File: src/hdl/audio_dma_interface_core_defines.svh
// Assertion macros shared by the audio DMA interface RTL.
`ifndef AUDIO_DMA_INTERFACE_CORE_DEFINES_SVH
`define AUDIO_DMA_INTERFACE_CORE_DEFINES_SVH
`ifndef ASSERT_OFF
`define ADI_ASSERT_IMPLY(lbl, clk, rst_n, ante, cons, msg) \
    lbl: assert property (@(posedge clk) disable iff (!rst_n) (ante) |-> (cons)) \
        else $error(msg);
`define ADI_ASSERT_NEXT(lbl, clk, rst_n, ante, cons, msg) \
    lbl: assert property (@(posedge clk) disable iff (!rst_n) (ante) |=> (cons)) \
        else $error(msg);
`else
`define ADI_ASSERT_IMPLY(lbl, clk, rst_n, ante, cons, msg)
`define ADI_ASSERT_NEXT(lbl, clk, rst_n, ante, cons, msg)
`endif
`endif

File: src/hdl/adi_pkg.sv
// Types and constants of the audio DMA interface.
package adi_pkg;

    // Access codes.
    localparam logic [1:0] OP_TICK  = 2'd0;
    localparam logic [1:0] OP_READ  = 2'd1;
    localparam logic [1:0] OP_WRITE = 2'd2;

    // Register map.
    localparam logic [2:0] REG_ADDRESS  = 3'd0;
    localparam logic [2:0] REG_LENGTH   = 3'd1;
    localparam logic [2:0] REG_CONTROL  = 3'd2;
    localparam logic [2:0] REG_STATUS   = 3'd3;
    localparam logic [2:0] REG_DAC_RATE = 3'd4;
    localparam logic [2:0] REG_BIT_RATE = 3'd5;

    // Register masks.
    localparam logic [23:0] MASK_ADDR = 24'hFFFFF8;
    localparam logic [17:0] MASK_LEN  = 18'h3FFF8;
    localparam logic [13:0] MASK_DAC  = 14'h3FFF;
    localparam logic [3:0]  MASK_BIT  = 4'hF;

    // Buffer queue.
    localparam int         FIFO_DEPTH = 2;
    localparam logic [1:0] QUEUE_FULL = 2'(FIFO_DEPTH);

    // Clocks used to turn a buffer length into a playback time.
    localparam logic [25:0] DAC_CLOCK   = 26'd48681812;
    localparam logic [25:0] COUNT_CLOCK = 26'd62500000;

    // Shared divider geometry.
    localparam int DIV_W   = 42;
    localparam int DIVR_W  = 26;
    localparam int STEP_W  = 6;
    localparam int SAMP_W  = 16;
    localparam int CNT_W   = 31;

    // The DAC clock is placed at the top of the dividend so that 26 steps yield the rate.
    localparam logic [DIV_W-1:0]  FREQ_DIVIDEND = {DAC_CLOCK, 16'd0};
    localparam logic [STEP_W-1:0] FREQ_STEPS    = 6'd26;
    localparam logic [STEP_W-1:0] QUOT_STEPS    = 6'd42;

    typedef struct packed {
        logic              start;
        logic [STEP_W-1:0] steps;
    } t_div_ctl;

    typedef struct packed {
        logic busy;
        logic done;
    } t_div_stat;

endpackage

File: src/hdl/adi_divider.sv
// Shared restoring divider, one quotient bit per cycle.
`include "audio_dma_interface_core_defines.svh"

module adi_divider (
    input  logic                            i_clk,
    input  logic                            i_rst_n,
    input  adi_pkg::t_div_ctl               i_ctl,
    input  logic [adi_pkg::DIV_W-1:0]       i_dividend,
    input  logic [adi_pkg::DIVR_W-1:0]      i_divisor,
    output adi_pkg::t_div_stat              o_stat,
    output logic [adi_pkg::DIV_W-1:0]       o_quotient
);

    logic                          r_busy;
    logic                          r_done;
    logic [adi_pkg::STEP_W-1:0]    r_cnt;
    logic [adi_pkg::DIVR_W-1:0]    r_rem;
    logic [adi_pkg::DIV_W-1:0]     r_quo;
    logic [adi_pkg::DIVR_W-1:0]    r_div;

    logic [adi_pkg::DIVR_W:0]      shifted;
    logic [adi_pkg::DIVR_W+1:0]    diff;

    assign shifted = {r_rem, r_quo[adi_pkg::DIV_W-1]};
    assign diff    = {1'b0, shifted} - {2'b00, r_div};

    always_ff @(posedge i_clk) begin
        if (!i_rst_n) begin
            r_busy <= 1'b0;
            r_done <= 1'b0;
            r_cnt  <= '0;
        end else begin
            r_done <= 1'b0;
            if (i_ctl.start) begin
                r_busy <= 1'b1;
                r_cnt  <= i_ctl.steps;
            end else if (r_busy) begin
                r_cnt <= r_cnt - 1'b1;
                if (r_cnt == adi_pkg::STEP_W'(1)) begin
                    r_busy <= 1'b0;
                    r_done <= 1'b1;
                end
            end
        end
    end

    always_ff @(posedge i_clk) begin
        if (i_ctl.start) begin
            r_rem <= '0;
            r_quo <= i_dividend;
            r_div <= i_divisor;
        end else if (r_busy) begin
            // A clear top bit means the trial subtraction did not borrow.
            if (!diff[adi_pkg::DIVR_W+1]) begin
                r_rem <= diff[adi_pkg::DIVR_W-1:0];
                r_quo <= {r_quo[adi_pkg::DIV_W-2:0], 1'b1};
            end else begin
                r_rem <= shifted[adi_pkg::DIVR_W-1:0];
                r_quo <= {r_quo[adi_pkg::DIV_W-2:0], 1'b0};
            end
        end
    end

    assign o_stat.busy = r_busy;
    assign o_stat.done = r_done;
    assign o_quotient  = r_quo;

    `ADI_ASSERT_IMPLY(a_no_restart, i_clk, i_rst_n, i_ctl.start, !r_busy,
        "divider restarted while busy")
    `ADI_ASSERT_IMPLY(a_cnt_live, i_clk, i_rst_n, r_busy, r_cnt != '0,
        "divider busy with no steps left")
    `ADI_ASSERT_IMPLY(a_done_idle, i_clk, i_rst_n, r_done, !r_busy,
        "divider done while still busy")

endmodule

File: src/hdl/audio_dma_interface_core.sv
// Audio DMA interface: register file, two-buffer queue, playback countdown.
// An accepted beat is registered into the result registers, then into the output registers.
// o_stall holds off new beats until the result is loaded, which a stalled output can delay.
// A beat that starts a buffer of nonzero length runs the DAC rate pass (26 divider steps),
// then the count pass (42 steps); it loads the countdown and hands out the result beat.
// Synchronous active-low reset clears the register file, queue state, countdown and FSM.
`include "audio_dma_interface_core_defines.svh"

module audio_dma_interface_core (
    input  logic        i_clk,
    input  logic        i_rst_n,
    input  logic        i_valid,
    output logic        o_stall,
    input  logic [1:0]  i_opcode,
    input  logic [2:0]  i_reg_index,
    input  logic [31:0] i_write_data,
    output logic        o_valid,
    input  logic        i_stall,
    output logic [31:0] o_read_data,
    output logic        o_irq_raise,
    output logic        o_irq_clear,
    output logic        o_buffer_start,
    output logic [23:0] o_buffer_address,
    output logic [17:0] o_buffer_length
);

    typedef enum logic [3:0] {
        ST_IDLE = 4'b0001,
        ST_FREQ = 4'b0010,
        ST_QUOT = 4'b0100,
        ST_DONE = 4'b1000
    } t_state;

    t_state r_state;

    // Architectural state.
    logic [23:0] r_address, n_address;
    logic [17:0] r_length, n_length;
    logic [31:0] r_control, n_control;
    logic        r_full, n_full;
    logic        r_busy, n_busy;
    logic [13:0] r_dac, n_dac;
    logic [3:0]  r_bit, n_bit;
    logic [23:0] r_slot_address [adi_pkg::FIFO_DEPTH];
    logic [23:0] n_slot_address [adi_pkg::FIFO_DEPTH];
    logic [17:0] r_slot_length [adi_pkg::FIFO_DEPTH];
    logic [17:0] n_slot_length [adi_pkg::FIFO_DEPTH];
    logic        r_write_slot, n_write_slot;
    logic        r_read_slot, n_read_slot;
    logic [1:0]  r_queued_count, n_queued_count;
    logic [adi_pkg::CNT_W-1:0] r_countdown, n_countdown;

    // Result of the step being processed.
    logic [31:0] n_read_data;
    logic        n_irq_raise, n_irq_clear, n_buffer_start, n_need_div;
    logic [23:0] n_buffer_address;
    logic [17:0] n_buffer_length;
    logic        head_start;

    logic [31:0] r_res_read_data;
    logic        r_res_irq_raise, r_res_irq_clear, r_res_buffer_start;
    logic [23:0] r_res_buffer_address;
    logic [17:0] r_res_buffer_length;
    logic [adi_pkg::SAMP_W-1:0] r_samples;

    logic        r_out_valid;
    logic [31:0] r_out_read_data;
    logic        r_out_irq_raise, r_out_irq_clear, r_out_buffer_start;
    logic [23:0] r_out_buffer_address;
    logic [17:0] r_out_buffer_length;

    logic                        in_acc;
    logic                        out_load;
    logic [31:0]                 status_word;
    adi_pkg::t_div_ctl           div_ctl;
    adi_pkg::t_div_stat          div_stat;
    logic [adi_pkg::DIV_W-1:0]   div_dividend;
    logic [adi_pkg::DIVR_W-1:0]  div_divisor;
    logic [adi_pkg::DIV_W-1:0]   div_quotient;
    logic [adi_pkg::DIV_W-1:0]   count_product;
    logic [14:0]                 dac_divisor;

    assign in_acc   = i_valid && (r_state == ST_IDLE);
    assign o_stall  = (r_state != ST_IDLE);
    assign out_load = (r_state == ST_DONE) && (!r_out_valid || !i_stall);

    // Status holds only the full pair (bits 31 and 0) and the busy bit (bit 30).
    assign status_word = {r_full, r_busy, 29'd0, r_full};

    always_comb begin
        n_address      = r_address;
        n_length       = r_length;
        n_control      = r_control;
        n_full         = r_full;
        n_busy         = r_busy;
        n_dac          = r_dac;
        n_bit          = r_bit;
        n_slot_address = r_slot_address;
        n_slot_length  = r_slot_length;
        n_write_slot   = r_write_slot;
        n_read_slot    = r_read_slot;
        n_queued_count = r_queued_count;
        n_countdown    = r_countdown;
        n_read_data      = '0;
        n_irq_raise      = 1'b0;
        n_irq_clear      = 1'b0;
        n_buffer_start   = 1'b0;
        n_buffer_address = '0;
        n_buffer_length  = '0;
        n_need_div       = 1'b0;
        head_start       = 1'b0;

        case (i_opcode)
            adi_pkg::OP_TICK: begin
                if (r_countdown != '0) begin
                    n_countdown = r_countdown - adi_pkg::CNT_W'(1);
                    // Expiry retires the head buffer and starts the next one if queued.
                    if ((n_countdown == '0) && (r_queued_count != '0)) begin
                        n_irq_raise    = 1'b1;
                        n_read_slot    = ~r_read_slot;
                        n_full         = 1'b0;
                        n_busy         = 1'b0;
                        n_queued_count = r_queued_count - 2'd1;
                        if (n_queued_count != '0) begin
                            n_busy     = 1'b1;
                            head_start = 1'b1;
                        end
                    end
                end
            end
            adi_pkg::OP_READ: begin
                case (i_reg_index)
                    adi_pkg::REG_ADDRESS:  n_read_data = {8'd0, r_address};
                    adi_pkg::REG_LENGTH:   n_read_data = r_full ? {14'd0, r_length} : 32'd0;
                    adi_pkg::REG_CONTROL:  n_read_data = r_control;
                    adi_pkg::REG_STATUS:   n_read_data = status_word;
                    adi_pkg::REG_DAC_RATE: n_read_data = {18'd0, r_dac};
                    adi_pkg::REG_BIT_RATE: n_read_data = {28'd0, r_bit};
                    default:               n_read_data = '0;
                endcase
            end
            adi_pkg::OP_WRITE: begin
                case (i_reg_index)
                    adi_pkg::REG_ADDRESS:  n_address = i_write_data[23:0] & adi_pkg::MASK_ADDR;
                    adi_pkg::REG_LENGTH: begin
                        n_length = i_write_data[17:0] & adi_pkg::MASK_LEN;
                        if (r_queued_count != adi_pkg::QUEUE_FULL) begin
                            n_slot_address[r_write_slot] = r_address;
                            n_slot_length[r_write_slot]  = n_length;
                            n_write_slot   = ~r_write_slot;
                            n_queued_count = r_queued_count + 2'd1;
                            if (n_queued_count == adi_pkg::QUEUE_FULL) begin
                                n_full = 1'b1;
                            end
                            if (!r_busy) begin
                                n_full     = 1'b0;
                                n_busy     = 1'b1;
                                head_start = 1'b1;
                            end
                        end
                    end
                    adi_pkg::REG_CONTROL:  n_control = i_write_data;
                    adi_pkg::REG_STATUS:   n_irq_clear = 1'b1;
                    adi_pkg::REG_DAC_RATE: n_dac = i_write_data[13:0] & adi_pkg::MASK_DAC;
                    adi_pkg::REG_BIT_RATE: n_bit = i_write_data[3:0] & adi_pkg::MASK_BIT;
                    default: ;
                endcase
            end
            default: ;
        endcase

        if (head_start) begin
            if (n_slot_length[n_read_slot] != '0) begin
                n_need_div       = 1'b1;
                n_buffer_start   = 1'b1;
                n_buffer_address = n_slot_address[n_read_slot];
                n_buffer_length  = n_slot_length[n_read_slot];
            end else begin
                // An empty buffer retires at once; a queued follower retires on the next tick.
                n_irq_raise = 1'b1;
                n_read_slot = ~n_read_slot;
                n_full      = 1'b0;
                n_busy      = 1'b0;
                if (n_queued_count != '0) begin
                    n_queued_count = n_queued_count - 2'd1;
                end
                if (n_queued_count != '0) begin
                    n_busy      = 1'b1;
                    n_countdown = adi_pkg::CNT_W'(1);
                end
            end
        end
    end

    // First pass: DAC clock over (rate + 1). Second pass: count clock times samples over that.
    assign dac_divisor   = {1'b0, r_dac} + 15'd1;
    assign count_product = adi_pkg::COUNT_CLOCK * r_samples;

    always_comb begin
        if (r_state == ST_FREQ) begin
            div_ctl.start = div_stat.done;
            div_ctl.steps = adi_pkg::QUOT_STEPS;
            div_dividend  = count_product;
            div_divisor   = div_quotient[adi_pkg::DIVR_W-1:0];
        end else begin
            div_ctl.start = in_acc && n_need_div;
            div_ctl.steps = adi_pkg::FREQ_STEPS;
            div_dividend  = adi_pkg::FREQ_DIVIDEND;
            div_divisor   = {11'd0, dac_divisor};
        end
    end

    adi_divider u_divider (
        .i_clk      (i_clk),
        .i_rst_n    (i_rst_n),
        .i_ctl      (div_ctl),
        .i_dividend (div_dividend),
        .i_divisor  (div_divisor),
        .o_stat     (div_stat),
        .o_quotient (div_quotient)
    );

    always_ff @(posedge i_clk) begin
        if (!i_rst_n) begin
            r_state        <= ST_IDLE;
            r_address      <= '0;
            r_length       <= '0;
            r_control      <= '0;
            r_full         <= 1'b0;
            r_busy         <= 1'b0;
            r_dac          <= '0;
            r_bit          <= '0;
            r_write_slot   <= 1'b0;
            r_read_slot    <= 1'b0;
            r_queued_count <= '0;
            r_countdown    <= '0;
            r_out_valid    <= 1'b0;
        end else begin
            case (r_state)
                ST_IDLE: begin
                    if (in_acc) begin
                        r_address      <= n_address;
                        r_length       <= n_length;
                        r_control      <= n_control;
                        r_full         <= n_full;
                        r_busy         <= n_busy;
                        r_dac          <= n_dac;
                        r_bit          <= n_bit;
                        r_write_slot   <= n_write_slot;
                        r_read_slot    <= n_read_slot;
                        r_queued_count <= n_queued_count;
                        r_countdown    <= n_countdown;
                        r_state        <= n_need_div ? ST_FREQ : ST_DONE;
                    end
                end
                ST_FREQ: begin
                    if (div_stat.done) begin
                        r_state <= ST_QUOT;
                    end
                end
                ST_QUOT: begin
                    if (div_stat.done) begin
                        r_countdown <= div_quotient[adi_pkg::CNT_W-1:0];
                        r_state     <= ST_DONE;
                    end
                end
                ST_DONE: begin
                    if (out_load) begin
                        r_state <= ST_IDLE;
                    end
                end
                default: r_state <= ST_IDLE;
            endcase

            if (out_load) begin
                r_out_valid <= 1'b1;
            end else if (r_out_valid && !i_stall) begin
                r_out_valid <= 1'b0;
            end
        end
    end

    always_ff @(posedge i_clk) begin
        if (in_acc) begin
            r_slot_address       <= n_slot_address;
            r_slot_length        <= n_slot_length;
            r_res_read_data      <= n_read_data;
            r_res_irq_raise      <= n_irq_raise;
            r_res_irq_clear      <= n_irq_clear;
            r_res_buffer_start   <= n_buffer_start;
            r_res_buffer_address <= n_buffer_address;
            r_res_buffer_length  <= n_buffer_length;
            r_samples            <= n_buffer_length[17:2];
        end
        if (out_load) begin
            r_out_read_data      <= r_res_read_data;
            r_out_irq_raise      <= r_res_irq_raise;
            r_out_irq_clear      <= r_res_irq_clear;
            r_out_buffer_start   <= r_res_buffer_start;
            r_out_buffer_address <= r_res_buffer_address;
            r_out_buffer_length  <= r_res_buffer_length;
        end
    end

    assign o_valid          = r_out_valid;
    assign o_read_data      = r_out_read_data;
    assign o_irq_raise      = r_out_irq_raise;
    assign o_irq_clear      = r_out_irq_clear;
    assign o_buffer_start   = r_out_buffer_start;
    assign o_buffer_address = r_out_buffer_address;
    assign o_buffer_length  = r_out_buffer_length;

    `ADI_ASSERT_IMPLY(a_div_in_seq, i_clk, i_rst_n, div_stat.busy,
        (r_state == ST_FREQ) || (r_state == ST_QUOT), "divider running outside a divide state")
    `ADI_ASSERT_IMPLY(a_full_count, i_clk, i_rst_n, r_full,
        r_queued_count == adi_pkg::QUEUE_FULL, "full flag without a full queue")
    `ADI_ASSERT_IMPLY(a_count_busy, i_clk, i_rst_n, r_countdown != '0, r_busy,
        "countdown running while not busy")
    `ADI_ASSERT_NEXT(a_count_load, i_clk, i_rst_n, (r_state == ST_QUOT) && div_stat.done,
        r_countdown != '0, "started buffer loaded an empty countdown")

endmodule

File: config.mk
export PLATFORM = sky130hd
export DESIGN_NAME = audio_dma_interface_core
export DESIGN_NICKNAME = d
export VERILOG_FILES = /design/src/hdl/adi_pkg.sv /design/src/hdl/adi_divider.sv /design/src/hdl/audio_dma_interface_core.sv
export VERILOG_INCLUDE_DIRS = /design/src /design/src/hdl
export SDC_FILE = /design/constraint.sdc
export NUM_CORES = 1
export LEC_CHECK = 0
export ABC_AREA = 1
export BUFFER_PORTS_ARGS = -buffer_cell sky130_fd_sc_hd__buf_2
export CAP_MARGIN = 30
export CORE_UTILIZATION = 45
export DETAILED_ROUTE_END_ITERATION = 8
export PLACE_DENSITY_LB_ADDON = 0.12
export SYNTH_ARGS = -nofsm -noshare
export SYNTH_HDL_FRONTEND = slang
export SYNTH_SLANG_ARGS = --single-unit
File: constraint.sdc
create_clock -name i_clk -period 15.7 [get_ports i_clk]
set_input_delay 3.14 -clock i_clk [delete_from_list [all_inputs] [get_ports i_clk]]
set_output_delay 3.14 -clock i_clk [all_outputs]
set_load 0.005 [all_outputs]
======== Word-level counts from Yosys, hierarchy flattened ========
Cells that the tools add are included.
W data, S select, Z words.
storage, ports and cells
  register bits ........................... 468
  input port bits ......................... 41
  output and inout bits ................... 79
operators by class
  $add $sub $neg .......................... 7
  multipliers ............................. 1
  order comparisons ....................... 3
  equality and inequality tests ........... 19
  mux-type cells .......................... 96
  bitwise operators ....................... 7
  reduce and logical (&&, ||, !) cells .... 32
operators by type and width
  operator                  count
  $mux W31                  7
  $pmux W32 S6              1
  $mux W48                  3
  $mux W42                  3
  $mux W36                  3
  $mux W24                  4
  $mux W18                  5
  $pmux W31 S2              1
  $bwmux W48                1
  $mux W1                   41
  $mul A21 B16 Y37 const A  1
  $bwmux W36                1
  $logic_not A31 Y1         1
  $reduce_bool A31 Y1       1
  $sub A31 B1 Y31 const B   1
  $sub A27 B26 Y28          1
  $mux W26                  1
  $demux W24 S1             1
  $reduce_and A4 Y1         6
  $mux W4                   5
  $demux W18 S1             1
  $mux W2                   9
  $reduce_bool A18 Y1       1
  $pmux W4 S4               1
  36 further kinds          65

======== Longest topological paths before layout ========
  word-level depth ........................ 21
  gate-level depth with buffers ........... 28

======== Hierarchy ========
Synthesis repeated with hierarchy kept, for this count alone.
unflattened totals
  cells, all modules ...................... 3,513
  area total of the unflattened synthesis .. 29,465.8 µm²
modules (own cells, without submodules)
  module                    instances  cells an instance  area an instance (µm²)
  audio_dma_interface_core  1          2,633              23,187.2
  adi_divider               1          880                6,278.5

======== Least setup slack after synthesis ========
Ideal clock, no wire load.
  kind .................................... input to register
  start point ............................. in i_valid
  end point ............................... reg r_dac[10]
  setup time .............................. 70 ps
  arrival time ............................ 9,787 ps
  data required time ...................... 15,630 ps
  slack ................................... 5,843 ps
  stages .................................. 8
  cell sequence ........................... inv_1 -> nor2_1 -> clkbuf_1 -> nand2_1 -> nor2_1 -> clkbuf_1 -> o21ai_0 -> a21oi_1
on the way
  word-level cells in the longest chain between the ends .. 2
RTL lines
  what                         RTL line                         RTL
  start, declared              audio_dma_interface_core.sv:12   input logic i_valid,
  $logic_and A1 B1 Y1          audio_dma_interface_core.sv:83   assign in_acc = i_valid && (r_state == ST_IDLE);
  net in_acc                   audio_dma_interface_core.sv:72   logic in_acc;
  $reduce_and A4 Y1 (no line)  -
  end signal, assigned         audio_dma_interface_core.sv:247  r_dac <= n_dac;
  end, declared                audio_dma_interface_core.sv:42   logic [13:0] r_dac, n_dac;
The timed path passes the listed nets, and every way through them passes these cells.
A chain may end at the register's enable or synchronous reset.

======== Worst setup path after layout ========
  start point ............................. in i_reg_index[0]
  end point ............................... reg u_divider.r_quo, in the netlist u_divider.o_quotient[0], enable pin
on the way
  word-level cells in the longest chain between the ends .. 12
RTL lines
  what                                          RTL line                         RTL
  start, declared                               audio_dma_interface_core.sv:15   input logic [2:0] i_reg_index,
  $eq A3 B1 Y1 *                                audio_dma_interface_core.sv:143  case (i_reg_index)
  $mux W36                                      audio_dma_interface_core.sv:143
  $mux W36                                      audio_dma_interface_core.sv:113  case (i_opcode)
  $mux W18 (not written as such) (3 in series)  audio_dma_interface_core.sv:173  if (n_slot_length[n_read_slot] != '0) begin
  $reduce_bool A18 Y1                           audio_dma_interface_core.sv:173
  $mux W1                                       audio_dma_interface_core.sv:173
  $mux W1 *                                     -
  $logic_and A1 B1 Y1 *                         audio_dma_interface_core.sv:206  div_ctl.start = in_acc && n_need_div;
  $mux W7 *                                     audio_dma_interface_core.sv:200  if (r_state == ST_FREQ) begin
  $reduce_bool A2 Y1 (no line) *                -
  end signal, assigned                          adi_divider.sv:50                r_quo <= i_dividend;
  end signal, assigned                          adi_divider.sv:56                r_quo <= {r_quo[adi_pkg::DIV_W-2:0], 1'b1};
  end signal, assigned                          adi_divider.sv:59                r_quo <= {r_quo[adi_pkg::DIV_W-2:0], 1'b0};
  end, declared                                 adi_divider.sv:18                logic [adi_pkg::DIV_W-1:0] r_quo;
Mark *: on every way between the ends. The rest lies on a longest branch, timed or not. The select of a mux whose other input is x is not followed.

==> results.tsv <==
metric	value	unit
clock skew	46.1	ps
Post-CTS Setup Bufs	0	
nets	3581	
Hold Fails Final Rpt	0	
pin count of the biggest net entering global routing	170	
max_slew headroom	0.342	
asr flop ratio synth	0	
Yosys warning count	0	
Setup Crit Path Kind	in -> reg	
via/cell ratio	5.28	
Root Driver	clkbuf_16	
CTS HTree Levels	2	
type of origin of the critical path	primary input	
Syn Inst Count	3143	
final global-route overflow total	0	
Critical Path RT	15850	ps
routed length per instance	18.8	microns
DR DRC count	0	
LEAKAGE	13.7	nW
die span in y	252	microns
final WL	77400	microns
vias in the first global route	20881	
PostCTS Resize Cnt	0	
RePlAce Congestion	0.902	
Setup TNS	0	ps
fin crit period	6830	ps
Max Clock Freq	147	MHz
Crit. End Element	flip-flop	
clk buf depth	3	
first-pass GRT wire length	121000	microns
layout cells sized above 1	0.0866	
measured slew at the worst slew-check pin	983	ps
CTS hold repair buffers	0	
worst hold path class	reg -> reg	
core area	0.0618	sq mm
PortBufs	119	
Area Overhead vs Synth	11.5	%
crit share post-route	0.435	
Die W	252	microns
Power Density	230	mW/mm^2
DR iter-0 viols	1825	
Pre-antenna DRT Iters	8	
worst path arrival time	6970	ps
clock sink count	468	
Layout fillers	5764	
Die ar.	0.0637	sq mm
TritonCTS Buffers	52	
# setup viols final	0	
Max IR drop VDD	235	uV
number of flops mapped to enable cells by yosys	306	
Max Fanout on Critical Path	47	
syn_nets	3499	
Total Routing Usage GR	0.242	
syn_area_per_cell	8.98	sq um
status	finished, final reports clean	
Initial Util	0.456	
HPWL after DPL	56900	microns
Synth Flop Type	edfxtp_1	
CTS tree	yes	
power after layout	0.00725	W
Routed Antenna Nets	0	
clock slew at reported path FFs	60	ps
number of I/O pins	120	
share of the yosys chip area belonging to registers	0.441	
routed via count	21680	
mapped cell area	0.0282	sq mm
row cnt	91	
worst-skew pair later-pin latency	630	ps
Distinct cells, synth	50	
Yosys reg bits	468	
Final Max Tran Viols	0	
max-cap check violation count	0	
initial antenna violation count	3	
RSZ-0062 raised after global routing	no	
==> final timing paths <==
check | start | endpoint | slack, ps | cells past startpoint
setup / recovery | i_reg_index[0] | u_divider.o_quotient[0]$_SDFFCE_PP0P_ | 8870 | 20
hold / removal | r_res_read_data[20]$_SDFFCE_PP0P_ | o_read_data[20]$_DFFE_PP_ | 410 | 0
setup reg to reg | r_res_buffer_length[7]$_SDFFCE_PP0P_ | u_divider.o_quotient[36]$_DFFE_PP_ | 9040 | 24
hold reg to reg | r_res_read_data[20]$_SDFFCE_PP0P_ | o_read_data[20]$_DFFE_PP_ | 410 | 0
==> synth_stat cells (all sizes together) (4+ instances only) <==
| cell type | instances | area, sq um |
|---|---|---|
| o22ai | 15 | 93.8 |
| o211ai | 35 | 263 |
| clkbuf | 94 | 353 |
| o22a | 6 | 52.6 |
| o21bai | 4 | 30.0 |
| fa | 129 | 2580 |
| a21boi | 8 | 60.1 |
| nand4 | 24 | 171 |
| nor4 | 4 | 31.3 |
| edfxtp | 306 | 9190 |
| dfxtp | 162 | 3240 |
| a21oi | 336 | 1680 |
| nor2 | 236 | 952 |
| nand3 | 95 | 488 |
| or2 | 10 | 62.6 |
| ha | 186 | 2330 |
| a31oi | 12 | 75.1 |
| a221oi | 14 | 123 |
| nor3 | 22 | 110 |
| o31ai | 6 | 45.0 |
| xor2 | 34 | 298 |
| inv | 521 | 1960 |
| o21ai | 297 | 1490 |
| o21a | 9 | 67.6 |
| buf | 22 | 173 |
| xnor2 | 25 | 219 |
| nand2 | 515 | 1960 |
==> flip-flops by register name, summed over array words and instances (netlist names), 14 cells and up <==
signal                cells
o_read_data              32
o_buffer_length          18
u_divider.o_quotient     42
r_res_read_data          32
r_dac                    14
r_slot_length            36
r_res_buffer_length      18
r_length                 15
u_divider.r_rem          26
u_divider.r_div          26
r_control                32
r_slot_address           48
r_address                21
o_buffer_address         24
r_countdown              31
r_res_buffer_address     24
==> cells in the final DEF (no fill, tap or decap), types with 6 or more instances in the layout <==
cell type  count
nor3_1        20
nand2_2        6
edfxtp_1     306
ha_1         186
nor2_4         7
o22a_1         6
clkinv_1       9
clkbuf_8       7
a21oi_1      336
dfxtp_1      162
nand2_1      507
xor2_1        34
inv_2          6
o21ai_1       14
o21a_1         9
nor2_1       218
nand4_1       22
bufinv_16      6
nand3_1       93
a31oi_1       12
xnor2_1       25
a21boi_0       6
clkbuf_16     53
fa_1         129
or2_2         10
clkinv_2       9
inv_1        515
a221oi_1      14
buf_2        119
o21ai_0      282
buf_4         22
o211ai_1      35
clkbuf_1       6
nor2_2        10
o22ai_1       15
o31ai_1        6
==> through the flow <==
| stage | area (sq um) | std cells | hold WS (ps) | utilization | setup slack (ps) |
|---|---|---|---|---|---|
| after floorplan | 28200 | 3143 | 400 | - | 5840 |
| after global placement | 29600 | 4005 | 402 | 0.478 | 8310 |
| after detailed placement | 29600 | 4008 | 405 | 0.479 | 8230 |
| after CTS | 31500 | 4106 | 416 | 0.509 | 8860 |
| after global routing | 31500 | 4108 | 419 | 0.509 | 8360 |
| final | 31500 | 4108 | 412 | 0.509 | 8870 |
==> per-layer routing <==
metal / vias up / track usage / wire length (microns)
met3: 64 / 0.0330 / 4280
li1: 10607 / - / -
met4: 0 / 0.0445 / 972
met2: 598 / 0.376 / 35000
met5: - / 0 / 0
met1: 10411 / 0.363 / 37100
==> logic make-up after synthesis <==
family / count (synthesis) / synth area share
DFF: 468 / 0.441
buffers and inverters: 640 / 0.0883
adders and majority gates: 315 / 0.174
and+or+nand+nor: 907 / 0.134
AOI/OAI and AO/OA: 754 / 0.145
xor gates and xnor gates: 59 / 0.0183
==> power by group <==
part           leakage (nW)  switching (W)  total, W  internal [W]
combinational          8.65        0.00284   0.00442       0.00158
sequential             4.19      0.0000879   0.00153       0.00145
clock                 0.886       0.000534   0.00129      0.000759
==> worst max-delay path, cell delays in order <==
cell and delay (ps):
buf_2 110, inv_1 50, nor2_1 110, nand2_1 190, nor2_1 220, inv_1 100
nor3_2 160, buf_4 330, inv_1 70, buf_4 270, o21ai_0 300, o21ai_1 130
nor2_1 110, nand2_1 100, nor2_4 190, nand2_2 100, nand3_4 110, nand2_2 70
inv_2 390, nand2_2 680
==> layout make-up <==
type	count	area, sq um	area share
inverters	524	1970	0.0625
clock inverters	32	392	0.0124
diodes	2	5.00	0.000159
well taps	837	1050	0.0333
clock buffers	66	1450	0.0459
multi-input cells	2035	13300	0.424
flip-flops and latches	468	12400	0.395
repair buffers	144	828	0.0263
(Power assumes the default switching activity.)
